==> src/sv/plar_pkg.sv <==
// ----------------------------------------------------------------------------
// plar_pkg: shared types and constants of the polyline arc-length resampler
// Holds the coordinate and length widths, the segment command that the front
// end hands to the back end, and the lane types of the shared divider.
// ----------------------------------------------------------------------------
package plar_pkg;

  localparam int COORD_W     = 24;               // vertex and sample coordinates
  localparam int SPACE_W     = 16;               // sample spacing, 8 fraction bits
  localparam int LEN_W       = COORD_W + 1;      // floor of segment length
  localparam int PROD_W      = COORD_W + SPACE_W;
  localparam int DIVD_W      = PROD_W + 1;       // product plus half a length
  localparam int NUM_LANES   = 3;
  localparam int MAX_SEG     = 31;               // samples kept per segment
  localparam int CNT_W       = 5;
  localparam int QUEUE_DEPTH = 4;
  localparam int QPTR_W      = 2;
  localparam int CFG_IDX_W   = 2;

  localparam logic [SPACE_W-1:0] SPACING_RESET = SPACE_W'(10 << 8);

  // register indexes of the configuration port
  localparam logic [CFG_IDX_W-1:0] REG_SPACING  = CFG_IDX_W'(0);
  localparam logic [CFG_IDX_W-1:0] REG_CENTRE_X = CFG_IDX_W'(1);
  localparam logic [CFG_IDX_W-1:0] REG_CENTRE_Y = CFG_IDX_W'(2);

  // one unit of back-end work: a start point or a straight segment
  typedef struct packed {
    logic                      is_start;  // emit to_x/to_y itself
    logic                      ends;      // last command of its vertex
    logic signed [COORD_W-1:0] from_x;
    logic signed [COORD_W-1:0] from_y;
    logic signed [COORD_W-1:0] to_x;
    logic signed [COORD_W-1:0] to_y;
  } cmd_t;

  typedef struct packed {
    logic [DIVD_W-1:0] dividend;
    logic [LEN_W-1:0]  divisor;
  } div_in_t;

  typedef struct packed {
    logic [LEN_W-1:0] quot;
    logic [LEN_W-1:0] rem;
  } div_out_t;

endpackage

==> src/sv/plar_front.sv <==
// ----------------------------------------------------------------------------
// plar_front: vertex intake
// Takes one vertex, tracks the previous vertex and subpath origin, and turns
// the vertex into one or two commands for the back end.
// ----------------------------------------------------------------------------
module plar_front (
  input  logic                                 clk,
  input  logic                                 rst,
  input  logic                                 in_valid,
  output logic                                 in_ready,
  input  logic signed [plar_pkg::COORD_W-1:0]  vertex_x,
  input  logic signed [plar_pkg::COORD_W-1:0]  vertex_y,
  input  logic                                 starts_subpath,
  input  logic                                 closes_subpath,
  output logic                                 push,
  output plar_pkg::cmd_t                       push_cmd,
  input  logic                                 q_full
);
  import plar_pkg::*;

  logic                      held;
  logic                      closing;   // second command (close) pending
  logic signed [COORD_W-1:0] hold_x, hold_y;
  logic                      hold_start, hold_close;
  logic signed [COORD_W-1:0] prev_x, prev_y, org_x, org_y;

  assign in_ready = !held;
  assign push     = held && !q_full;

  always_comb begin
    if (closing) begin
      push_cmd.is_start = 1'b0;
      push_cmd.ends     = 1'b1;
      push_cmd.from_x   = prev_x;
      push_cmd.from_y   = prev_y;
      push_cmd.to_x     = org_x;
      push_cmd.to_y     = org_y;
    end else begin
      push_cmd.is_start = hold_start;
      push_cmd.ends     = !hold_close;
      push_cmd.from_x   = hold_start ? hold_x : prev_x;
      push_cmd.from_y   = hold_start ? hold_y : prev_y;
      push_cmd.to_x     = hold_x;
      push_cmd.to_y     = hold_y;
    end
  end

  always_ff @(posedge clk) begin
    if (rst) begin
      held    <= 1'b0;
      closing <= 1'b0;
      prev_x  <= '0;
      prev_y  <= '0;
      org_x   <= '0;
      org_y   <= '0;
    end else if (in_valid && in_ready) begin
      held    <= 1'b1;
      closing <= 1'b0;
    end else if (push) begin
      if (closing) begin
        prev_x  <= org_x;
        prev_y  <= org_y;
        held    <= 1'b0;
        closing <= 1'b0;
      end else begin
        prev_x <= hold_x;
        prev_y <= hold_y;
        if (hold_start) begin
          org_x <= hold_x;
          org_y <= hold_y;
        end
        if (hold_close) closing <= 1'b1;
        else held <= 1'b0;
      end
    end
  end

  always_ff @(posedge clk) begin
    if (in_valid && in_ready) begin
      hold_x     <= vertex_x;
      hold_y     <= vertex_y;
      hold_start <= starts_subpath;
      hold_close <= closes_subpath;
    end
  end

endmodule

==> config.mk <==
export PLATFORM = sky130hd
export DESIGN_NAME = plar_front
export DESIGN_NICKNAME = d
export VERILOG_FILES = /design/src/sv/plar_pkg.sv /design/src/sv/plar_front.sv
export SDC_FILE = /design/constraint.sdc
export NUM_CORES = 1
export LEC_CHECK = 0
export ABC_AREA = 1
export BUFFER_PORTS_ARGS = -buffer_cell sky130_fd_sc_hd__buf_4
export CORE_UTILIZATION = 53
export DETAILED_ROUTE_END_ITERATION = 6
export HOLD_SLACK_MARGIN = 0.06
export PLACE_DENSITY_LB_ADDON = 0.05
export SYNTH_ARGS = -nofsm -noshare
export SYNTH_HDL_FRONTEND = slang
export SYNTH_SLANG_ARGS = --single-unit
==> constraint.sdc <==
create_clock -name clk -period 2.04 [get_ports clk]
set_input_delay 0.408 -clock clk [delete_from_list [all_inputs] [get_ports clk]]
set_output_delay 0.408 -clock clk [all_outputs]
set_load 0.1 [all_outputs]
==> reports/metrics.yaml <==
hold_end: "hold_x[17]"
die_y_um: 111
min_path_type: "input port to flip-flop"
grt_pass1_wl_mm: 26.5
rr_endpoint: "org_x[9]"
start_util_pct: 54.8
comb_power_share_pct: 28.3
power_frac_clock_pct: 35.5
io_buffers: 153
top_usage_layer: "met2"
yosysWarnings: 0
start_kind: "flip-flop"
grt_use_met2_pct: 45.7
yosysMostFrequentCell: "nor2_1"
ys_top_cells_by_count: "195 x nor2_1, 149 x nand2_1, 120 x o21ai_0"
grt_remaining_overflow: 0
die_area_mm2: 0.0123
postCtsHoldBufs: 0
htree_num_levels: 4
critPathKind: "flip-flop to output port"
synth_seq_cells: 148
regArea_mm2: 0.00347
dpl.hpwl_mm: 9.84
fillers: 705
leakagePower_uw: 0.00397
setup_viol_count_final: 39
relSlewSlack_pct: 67.4
drtAntennaViolNets: 0
track_usage_pct: 26.9
rr_worst_depth: 7
use_met3_pct: 6.83
crit_required_ns: 1.63
multi_input_comb_area_mm2: 0.00262
synth_top_area_share_pct: 31.2
clock_skew_ns: 0.00992
async_flop_share_pct: 0
synth_edf_count: 50
synthesis.nets: 853
switching_share_pct: 34.3
die_x_um: 111
hold_viol_final: 0
firstDrtPassIters: 6
hp-start: "vertex_x[17]"
grt_max_degree: 69
top_level_ports: 154
internal_power_uw: 6000
cp_top_family: "flip-flops"
cts_root_buf: "clkbuf_16"
p_seq_share_pct: 36.2
core_area_mm2: 0.0115
drt-initial-drc-count: 508
cp-end-kind: "output port"
diodes: 0
first_global_vias: 5498
cts_buffers: 17
synth_cell_types: 19
max_stage_delay_ns: 0.48
power.density_mw_per_mm2: 988
p_switching_uw: 3130
worst_path_max_delay_cell: "edfxtp_1"
gp_congestion: 0.837
crit_buf_inv: 2
slew_violations: 0
num_vias: 5889
syn_avg_cell_area_um2: 7.86
period_share_pct: 104
worstMarginPinSlew_ns: 0.489
crit_fanout: 17
max_freq_ghz: 0.473
rsz0062_at_grt: "true"
area_delta_synth_final_pct: 47.2
finish.utilization_pct: 80.6
ys_seq_area_share_pct: 55.1
synth_area_leader_cell: "dfxtp_1"
setup_slack_ns: -0.0754
wl_per_cell_um: 16.1
rows: 39
holdPathStages: 1
clkSinkCount: 148
cp.arrival_ns: 1.71
viasPerCell: 5.37
final_nets: 995
irDropWorstVdd_uv: 1130
r2r_start: "hold_start"
drive_gt1_share_pct: 31.9
ys_top_cells_by_area: "dfxtp_1 31%, edfxtp_1 24%, nor2_1 12%, o21ai_0 9.6%, nand2_1 8.9%"
status: "finished, violations left"
r2r_setup_slack_ns: 0.41
antenna_found_initial: 0
worstSkewPairLatency_ns: 0.42
synthCells: 799
synth.cell_area_mm2: 0.00628
clockBufferDepth: 2
yosys_most_used_dff: "dfxtp_1"
clk_pin_slew_ns: 0.06
totalWireLength_mm: 17.7
path_cells: "nand2_8 -> buf_16 -> nand2_1 -> o21ai_1 -> buf_6"
met1_usage_pct: 32.9
drv_cap: 0
fin_setup_tns_ns: -1.22
fin_crit_ns: 2.12
cts_tree: "yes"
route.detailed.drc: 0
violations: "negative setup slack"
## sequential cells by signal (all words and copies together) (netlist names)
name and cells:
closing 1, held 1, hold_close 1, hold_start 1, hold_x 24, hold_y 24, org_x 24, org_y 24
prev_x 24, prev_y 24
## what timing repair did
action                                  CTS  global route
gates resized for setup                 131            72
cloned                                    1             4
pin swaps                                 0             1
buffers inserted                          1             2
endpoints found under the setup margin   92            96
## logic make-up (layout without fill, tap and decap cells)
group | Yosys count | after routing | share of synthesized area, %
compound gates | 145 | 145 | 11.6
buf+inv | 110 | 265 | 8.30
simple gates | 396 | 396 | 25.0
flops | 148 | 148 | 55.1
## layout make-up
cell class	count	share of cell area, %
well taps	143	1.94
flip-flops and latches	148	37.5
repair buffers	179	23.1
clock inverters	9	0.880
multi-input cells	541	28.3
inverters	54	2.26
clock buffers	23	5.98
## routing by layer
metal	share of wire [%]	vias up
met5	0	-
met4	1.7	0
met3	6.6	30
met2	52	249
met1	40	2743
li1	-	2867
## how the worst max path moves through the flow
stage	cells after the start	start	to
floorplan	5	closing	push_cmd[55]
global placement	5	hold_start	push_cmd[66]
detailed placement	5	hold_start	push_cmd[90]
CTS	4	closing	push_cmd[11]
global route	5	hold_start	push_cmd[56]
finish	5	hold_start	push_cmd[56]
## placed cells by master, fill, tap and decap left out, drive strengths merged
cell	count
dfxtp	98
edfxtp	50
nand3	48
nor2	198
clkbuf	27
buf	175
clkinv	5
inv	56
o21ai	145
nand2	150
bufinv	1
clkinvlp	1
## through the flow
stage	worst slack, ns	hold WS [ns]	power [uW]	area (um^2)	std cells
after detailed placement	0.303	0.471	5540	7640	1057
after floorplan	-0.482	0.454	5080	6420	799
after CTS	-0.0659	0.147	9000	8830	1091
after global placement	0.338	0.463	5520	7640	1057
final	-0.0754	0.158	9130	9250	1097
after global routing	-0.109	0.142	9400	9250	1097
## power groups by stage
stage / Combinational (uW) / Sequential [uW] / Clock, uW
2_1_floorplan: 1730 / 3340 / 0
3_3_place_gp: 2170 / 3350 / 0
3_5_place_dp: 2190 / 3360 / 0
4_1_cts: 2420 / 3300 / 3280
5_1_grt: 2680 / 3320 / 3400
6_report: 2580 / 3300 / 3240
Note: power is estimated with default switching activity, not from simulation.
