`config.mk`:
```
export PLATFORM = sky130hd
export DESIGN_NAME = plar_queue
export DESIGN_NICKNAME = d
export VERILOG_FILES = /design/src/sv/plar_pkg.sv /design/src/sv/plar_queue.sv
export SDC_FILE = /design/constraint.sdc
export NUM_CORES = 1
export LEC_CHECK = 0
export BUFFER_PORTS_ARGS = -buffer_cell sky130_fd_sc_hd__buf_2
export CAP_MARGIN = 10
export CORE_ASPECT_RATIO = 0.6
export CORE_MARGIN = 2
export CORE_UTILIZATION = 55
export DETAILED_ROUTE_END_ITERATION = 16
export PLACE_DENSITY_LB_ADDON = 0.1
export RECOVER_POWER = 50
export SLEW_MARGIN = 0
export SYNTH_ARGS = -nofsm -noshare
export SYNTH_HDL_FRONTEND = slang
export SYNTH_SLANG_ARGS = --single-unit
```
`constraint.sdc`:
```
create_clock -name clk -period 6 [get_ports clk]
set_clock_uncertainty 0.2 [all_clocks]
set_input_delay 1.2 -clock clk [delete_from_list [all_inputs] [get_ports clk]]
set_output_delay 1.2 -clock clk [all_outputs]
set_load 0.01 [all_outputs]
```
`src/sv/plar_pkg.sv`:
```
// ----------------------------------------------------------------------------
// plar_pkg: shared types and constants of the polyline arc-length resampler
// Holds the coordinate and length widths, the segment command that the front
// end hands to the back end, and the lane types of the shared divider.
// ----------------------------------------------------------------------------
package plar_pkg;

  localparam int COORD_W     = 24;               // vertex and sample coordinates
  localparam int SPACE_W     = 16;               // sample spacing, 8 fraction bits
  localparam int LEN_W       = COORD_W + 1;      // floor of segment length
  localparam int PROD_W      = COORD_W + SPACE_W;
  localparam int DIVD_W      = PROD_W + 1;       // product plus half a length
  localparam int NUM_LANES   = 3;
  localparam int MAX_SEG     = 31;               // samples kept per segment
  localparam int CNT_W       = 5;
  localparam int QUEUE_DEPTH = 4;
  localparam int QPTR_W      = 2;
  localparam int CFG_IDX_W   = 2;

  localparam logic [SPACE_W-1:0] SPACING_RESET = SPACE_W'(10 << 8);

  // register indexes of the configuration port
  localparam logic [CFG_IDX_W-1:0] REG_SPACING  = CFG_IDX_W'(0);
  localparam logic [CFG_IDX_W-1:0] REG_CENTRE_X = CFG_IDX_W'(1);
  localparam logic [CFG_IDX_W-1:0] REG_CENTRE_Y = CFG_IDX_W'(2);

  // one unit of back-end work: a start point or a straight segment
  typedef struct packed {
    logic                      is_start;  // emit to_x/to_y itself
    logic                      ends;      // last command of its vertex
    logic signed [COORD_W-1:0] from_x;
    logic signed [COORD_W-1:0] from_y;
    logic signed [COORD_W-1:0] to_x;
    logic signed [COORD_W-1:0] to_y;
  } cmd_t;

  typedef struct packed {
    logic [DIVD_W-1:0] dividend;
    logic [LEN_W-1:0]  divisor;
  } div_in_t;

  typedef struct packed {
    logic [LEN_W-1:0] quot;
    logic [LEN_W-1:0] rem;
  } div_out_t;

endpackage

```
`src/sv/plar_queue.sv`:
```
// ----------------------------------------------------------------------------
// plar_queue: command queue
// Short first-in first-out buffer of commands between front and back end.
// ----------------------------------------------------------------------------
module plar_queue (
  input  logic           clk,
  input  logic           rst,
  input  logic           push,
  input  plar_pkg::cmd_t push_cmd,
  input  logic           pop,
  output plar_pkg::cmd_t head,
  output logic           empty,
  output logic           full
);
  import plar_pkg::*;

  cmd_t              mem [QUEUE_DEPTH];
  logic [QPTR_W-1:0] wr_ptr, rd_ptr;
  logic [QPTR_W:0]   count;

  assign empty = (count == '0);
  assign full  = (count == (QPTR_W+1)'(QUEUE_DEPTH));
  assign head  = mem[rd_ptr];

  always_ff @(posedge clk) begin
    if (rst) begin
      wr_ptr <= '0;
      rd_ptr <= '0;
      count  <= '0;
    end else begin
      if (push) wr_ptr <= wr_ptr + 1'b1;
      if (pop) rd_ptr <= rd_ptr + 1'b1;
      if (push && !pop) count <= count + 1'b1;
      else if (pop && !push) count <= count - 1'b1;
    end
  end

  always_ff @(posedge clk) begin
    if (push) mem[wr_ptr] <= push_cmd;
  end

endmodule

```
==> results of run 1 <==
==> layer usage <==
metal | GRT usage [%] | vias up | share of wire (%)
li1 | - | 2851 | -
met1 | 27.0 | 3434 | 43
met2 | 31.6 | 199 | 48
met3 | 6.15 | 44 | 7.4
met4 | 4.85 | 4 | 1.8
met5 | 0 | - | 0.099
==> flip-flops by register name, summed over array words and instances, names as in the netlist, named ones only <==
register,count
wr_ptr,2
mem,392
count,3
rd_ptr,2
==> path summary, 6_finish.rpt <==
path,to,slack [ps],from
min,rd_ptr[1],340,rd_ptr[1]
max reg2reg,mem[0][39],1960,wr_ptr[0]
max,mem[0][39],1510,push
min reg2reg,rd_ptr[1],340,rd_ptr[1]
==> metrics by stage <==
stage | hold slack (ps) | total power [W]
2_1_floorplan | 266 | 0.00366
3_3_place_gp | 275 | 0.00389
3_5_place_dp | 312 | 0.00391
4_1_cts | 330 | 0.00612
5_1_grt | 359 | 0.00626
6_report | 336 | 0.00604
==> logic make-up after synthesis <==
| group | Yosys count | share of synthesized area (%) |
|---|---|---|
| AOI/OAI and AO/OA | 2 | 0.0687 |
| xor gates and xnor gates | 5 | 0.301 |
| adders and majority gates | 6 | 0.567 |
| buffers and inverters | 27 | 1.14 |
| DFF | 401 | 82.1 |
| muxes | 100 | 15.3 |
| and+or+nand+nor | 15 | 0.507 |
==> worst max-delay path, cell delays in order <==
cell      delay (ps)
clkbuf_1         280
and2_1          2060
buf_4            820
==> power by group <==
part           switching [W]  internal (W)
clock network       0.000971       0.00124
registers          0.0000612       0.00322
logic               0.000294      0.000250
==> area by class of cell <==
| type | instances | area share, % |
|---|---|---|
| inverter | 4 | 0.0885 |
| clock buffer | 45 | 5.88 |
| sequential | 401 | 70.5 |
| clock inverter | 22 | 0.877 |
| multi-input combinational | 128 | 14.4 |
| tap | 360 | 2.65 |
| timing repair buffer | 209 | 5.62 |
| antenna | 3 | 0.0442 |
==> cell usage in the layout (no fill, tap or decap), drive strengths merged <==
cell type | synthesis | routed
edfxtp | 392 | 392
clkbuf | 8 | 145
buf | 15 | 109
mux4 | 98 | 98
clkinv | 0 | 16
dfxtp | 9 | 9
nor2 | 7 | 7
inv | 4 | 6
ha | 5 | 5
and2 | 4 | 4
diode | 0 | 3
xor2 | 3 | 3
clkinvlp | 0 | 3
xnor2 | 2 | 2
mux2i | 2 | 2
nor3b | 1 | 1
nor3 | 1 | 1
nand2 | 1 | 1
o21ai | 1 | 1
or3 | 1 | 1
a21oi | 1 | 1
fa | 1 | 1
bufinv | 0 | 1
==> results by group, run 1 <==
Outcome
  – Status: finished, violations left
  – Failing checks: capacitance limit, slew limit

Placement
  – Port bufs: 201
  – Final Wtd Congestion: 0.720
  – Placed Area: between 0.015 and 0.02 sq mm
  – Post-DP HPWL: 16400 um
  – Dpl cells: between 1000 and 1500
  – Pre-CTS WS: about 2400 ps

Clocking
  – Root Buffer: clkbuf_16
  – CTS H-tree lvls: 2
  – Worst-Skew Late Latency: 510 ps
  – Hold_buf cts: 0
  – CTS tree: built
  – Post_cts resized: 0
  – Cts bufs inserted: 38
  – Post-CTS setup buffers: 0
  – Worst-path clk slew: 60 ps
  – Clk buf depth: 3
  – Clock Sinks: 401

Synth
  – Synth area leaders: edfxtp_1 81%, mux4_2 15%, dfxtp_1 1.2%
  – Yosys top cell by area: edfxtp_1
  – Post-synth EDFFs: 392
  – Register area share after synthesis: 82.1%
  – Synthesized flop and latch total: ~400
  – Synth top area share: 80.9%
  – Library cells used by synthesis: 22
  – Post-Syn Area per Cell: 26.2 sq um
  – Top-count cell post-synth: edfxtp_1
  – Cells after synthesis: approximately 560
  – Async SR Flop Fraction: 0%
  – Net Count, Synth: roughly 660
  – Primary FF master, synth: edfxtp_1
  – Cell area after synthesis: between 0.01 and 0.015 sq mm
  – Syn. warnings: 0
  – Post-synth top cells: 392 x edfxtp_1, 98 x mux4_2, 11 x buf_2

Critical path
  – CP required: 5930 ps
  – Crit start category: input pin
  – Critical path peak fanout: 54
  – Worst path arrival time: 4430 ps
  – Crit. End Element: flop
  – Path depth of the worst reg2reg path: 4
  – Critical path class: input pin to flop

Die
  – Ports: 202
  – Core Region: 0.0262 sq mm
  – Initial core utilization: roughly 56%
  – Die W: 214 um
  – Die area: around 0.028 sq mm
  – Row count: 46
  – Die Span Y: 130 um

STA
  – RSZ-0062 raised after global routing: false
  – Setup slack after layout: 1510 ps
  – Endpoints failing setup: 0
  – Period minus WS final: 4490 ps
  – Endpoints failing hold: 0
  – Slew @ Worst Pin: 2750 ps
  – Max-slew headroom: -83.6%
  – Period Utilization, post-route: 74.8%
  – Setup tns final: 0 ps
  – Final Max Tran Viols: 55
  – Maximum clock rate: 0.223 GHz

Finish
  – FF/Latch Area: about 0.012 sq mm
  – Final Non-Filler Cells: roughly 1200
  – Fill count: 1762
  – Multi-input gate area: 0.00244 sq mm
  – Fin util: 64.8%
  – NumNets Final: 890
  – Layout cells sized above 1: 32.8%
  – Area grow syn2layout: 16.6%
  – Finished Cell Area: about 0.017 sq mm

Drt
  – DR vias/cell: 5.57
  – DR iter-0 viols: 490
  – DRC: 0
  – Vias post-DR: 6532
  – WL/cell: 23.2 um
  – Final ANT Viol Nets: 0
  – Drt total wl: 27100 um
  – DRT Pass-1 Iters: 5

Pwr
  – Max VDD drop: 0.279 mV
  – PwrDens: approximately 360 mW/mm^2
  – Static Leak: about 5.5 nW

Global route
  – Grt ovf: 0
  – Largest net degree at the start of global routing: 76
  – Vias in the first global route: 6878
  – Initial antenna violation count: 5
  – First-pass GRT wire length: about 40000 um
  – Gr usage total: 19.7%

Job
  – Max Cap Violations: 1

Min path
  – Worst hold path type: flop to flop
  – Hold Path Stages: 2
(Power assumes the default switching activity.)
==> run 2: changes to the inputs <==
--- a/config.mk
+++ b/config.mk
@@ -5,6 +5,7 @@
 export SDC_FILE = /design/constraint.sdc
 export NUM_CORES = 1
 export LEC_CHECK = 0
+export ABC_AREA = 1
 export BUFFER_PORTS_ARGS = -buffer_cell sky130_fd_sc_hd__buf_2
 export CAP_MARGIN = 10
 export CORE_ASPECT_RATIO = 0.6
==> constraint.sdc (replaced) <==
create_clock -name clk -period 4.6 [get_ports clk]
set_clock_uncertainty 0.2 [all_clocks]
set_input_delay 0.92 -clock clk [delete_from_list [all_inputs] [get_ports clk]]
set_output_delay 0.92 -clock clk [all_outputs]
set_load 0.01 [all_outputs]
==> run 2 against run 1 <==
  * The run still ends with capacitance limit, slew limit left
  * Via count increased by 35%
  * Non-clock buffer count increased by 4
  * Utilization decreased by 0.083 points
  * Sequential power increased by 29%
  * Cell area increased by 1.4%
  * Cell count increased by 35%
  * Wire length increased by 15%
  * Sequential share of layout area decreased by 0.99 points
  * Critical endpoint is now mem[3][37]
  * Largest cell class unchanged
  * Largest power group unchanged
==> results by group, run 2 <==
Global route
  – First-pass GRT wire length: 48600 um (+20%)
  – Largest net degree at the start of global routing: 145 (+91%)
  – Initial antenna violation count: 2 (-3)
  – Gr usage total: 21.9% (+2.2 points)
  – Grt ovf: 0 (unchanged)
  – Vias in the first global route: 8521 (+24%)

Finish
  – Most frequent cells in the layout: 392 x edfxtp_1, 202 x nor2_1, 154 x o21ai_0, 109 x clkbuf_1, 101 x buf_2
  – Final Non-Filler Cells: 1581 (+35%)
  – Area grow syn2layout: 15.1%
  – Max reg flops: 392 (unchanged)
  – Layout cells sized above 1: 13.9% (-19 points)
  – NumNets Final: 1302 (+46%)
  – Fin util: 64.7% (-0.083 points)
  – Most common cell after layout, fill and taps aside: edfxtp_1
  – Fill count: 2033 (+15%)
  – Biggest register: mem
  – Biggest regs: mem (392), count (3)

Critical path
  – Path depth of the worst reg2reg path: 4 (unchanged)
  – Critical path peak fanout: 53 (-1.9%)
  – CP cell instances: clkbuf_1 -> nand2_1 -> clkinvlp_2 -> buf_12
  – CP required: 4630 ps (-1300 ps)
  – Worst path slowest cell: clkinvlp_2
  – Worst path arrival time: 3900 ps (-530 ps)
  – Crit. End Element: flop
  – Setup crit start: push
  – Crit start category: input pin
  – Number of buffers and inverters on the critical path: 3 (+1)
  – Reg2Reg Setup Slack: 810 ps (-1150 ps)
  – Critical path class: input pin to flop
  – Delay-heaviest family, CP: buffers and inverters
  – FF-to-FF Start: wr_ptr[0]
  – CP peak stage delay: 1800 ps (-260 ps)
  – CP endpoint: mem[3][37]
  – Levels on crit path: 4 (+1)
  – Reg2Reg Capture Point: mem[3][37]

Synth
  – Post-synth EDFFs: 392 (unchanged)
  – Post-synth top cells: 392 x edfxtp_1, 202 x nor2_1, 154 x o21ai_0
  – Top-count cell post-synth: edfxtp_1
  – Library cells used by synthesis: 23 (+4.5%)
  – Cell area after synthesis: 0.0150 sq mm (+2.8%)
  – Net Count, Synth: 1114 (+68%)
  – Syn. warnings: 0 (unchanged)
  – Synthesized flop and latch total: 401 (unchanged)
  – Register area share after synthesis: 79.9% (-2.2 points)
  – Post-Syn Area per Cell: 14.9 sq um (-43%)
  – Cells after synthesis: 1006 (+81%)
  – Primary FF master, synth: edfxtp_1
  – Synth area leaders: edfxtp_1 79%, o21ai_0 5.2%, nor2_1 5.1%
  – Synth top area share: 78.7% (-2.2 points)
  – Yosys top cell by area: edfxtp_1
  – Async SR Flop Fraction: 0% (unchanged)

Clocking
  – Clk buf depth: 3 (unchanged)
  – Hold_buf cts: 0 (unchanged)
  – Root Buffer: clkbuf_16
  – Post-CTS setup buffers: 0 (unchanged)
  – Post_cts resized: 0 (unchanged)
  – CTS tree: built
  – CTS H-tree lvls: 2 (unchanged)
  – Worst-path clk slew: 60 ps (about the same)
  – Cts bufs inserted: 37 (-2.6%)
  – Clock Sinks: 401 (unchanged)
  – Worst-Skew Late Latency: 510 ps (about the same)

Job
  – Max Cap Violations: 1 (unchanged)

Placement
  – Port bufs: 201 (unchanged)
  – Final Wtd Congestion: 0.731 (+1.4%)
  – Post-DP HPWL: 17000 um (+3.4%)
  – Dpl cells: 1515 (+37%)

Drt
  – DRC: 0 (unchanged)
  – DR vias/cell: 5.60 (+0.39%)
  – DR iter-0 viols: 873 (+78%)
  – DRT Pass-1 Iters: 6 (+1)
  – Vias post-DR: 8846 (+35%)
  – WL/cell: 19.8 um (-15%)
  – Drt total wl: 31300 um (+15%)
  – Final ANT Viol Nets: 0 (unchanged)

Min path
  – Worst hold path type: flop to flop
  – Min-Delay Startpoint: rd_ptr[1]

STA
  – Min Hold Slack: 238 ps (-98.5 ps)
  – Maximum clock rate: roughly 0.26 GHz
  – Setup tns final: 0 ps (unchanged)
  – Period Utilization, post-route: between 80% and 90%
  – Max-slew headroom: -63.5% (+20 points)
  – Final Max Tran Viols: 46 (-16%)
  – Period minus WS final: 3870 ps
  – Endpoints failing setup: 0 (unchanged)
  – Endpoints failing hold: 0 (unchanged)
  – Slew @ Worst Pin: 2440 ps (-316 ps)
  – RSZ-0062 raised after global routing: false

Pwr
  – Static Leak: 5.76 nW (+5.6%)
  – Max VDD drop: 0.353 mV (+27%)
  – Design Power: 0.00780 W (+29%)
  – PwrDens: 453 mW/mm^2 (+27%)

Die
  – Core Region: 0.0266 sq mm (+1.5%)
  – Initial core utilization: 56.3% (+0.67 points)
  – Ports: 202 (unchanged)
  – Die area: 0.0286 sq mm (+2.7%)
  – Die W: 217 um (+1.3%)
  – Die Span Y: 132 um (+1.3%)
  – Row count: 46 (unchanged)

Outcome
  – Failing checks: capacitance limit, slew limit
  – Status: finished, violations left
## run 2: worst min-delay path by stage
stage | slack (ps) | endpoint | cells past startpoint
after global placement | 230 | flop | 1
after CTS | 230 | flop | 1
after global routing | 270 | flop | 1
after detailed placement | 220 | flop | 1
final | 240 | flop | 1
after floorplan | 210 | flop | 1
## run 2: cell type report
type,instances,area (sq um),area share (%)
Clock inverter,15,93.8,0.545
Multi-Input combinational cell,524,2540,14.7
Sequential cell,401,12000,69.5
Timing Repair Buffer,213,1060,6.15
Antenna cell,1,2.50,0.0145
Tap cell,360,450,2.62
Inverter,17,76.3,0.443
Clock buffer,50,1040,6.03
## run 2: cells by family after synthesis
| kind of cell | count (synthesis) | synth area share, % |
|---|---|---|
| fa+ha+maj | 6 | 0.552 |
| xor+xnor | 1 | 0.0586 |
| buf+inv | 81 | 3.13 |
| flops | 401 | 79.9 |
| compound gates | 302 | 10.9 |
| simple gates | 215 | 5.44 |
## run 2: per-stage QoR
stage | instance area [sq um] | worst slack [ps]
floorplan | 15000 | 1100
global placement | 16200 | 1540
finish | 17200 | 730
global route | 17200 | 432
detailed placement | 16200 | 1450
CTS | 17300 | 885
## run 2: power breakdown
| part | total, W | switching [W] | internal (W) |
|---|---|---|---|
| clock | 0.00289 | 0.00125 | 0.00164 |
| sequential | 0.00422 | 0.0000478 | 0.00418 |
| combinational | 0.000690 | 0.000469 | 0.000221 |
## run 2: metal layers
layer	GRT usage [%]	up-vias	routed length, um
met4	5.52	2	482
met3	5.07	37	2040
li1	-	4183	-
met2	33.4	229	14300
met1	32.5	4395	14400
met5	0	-	12
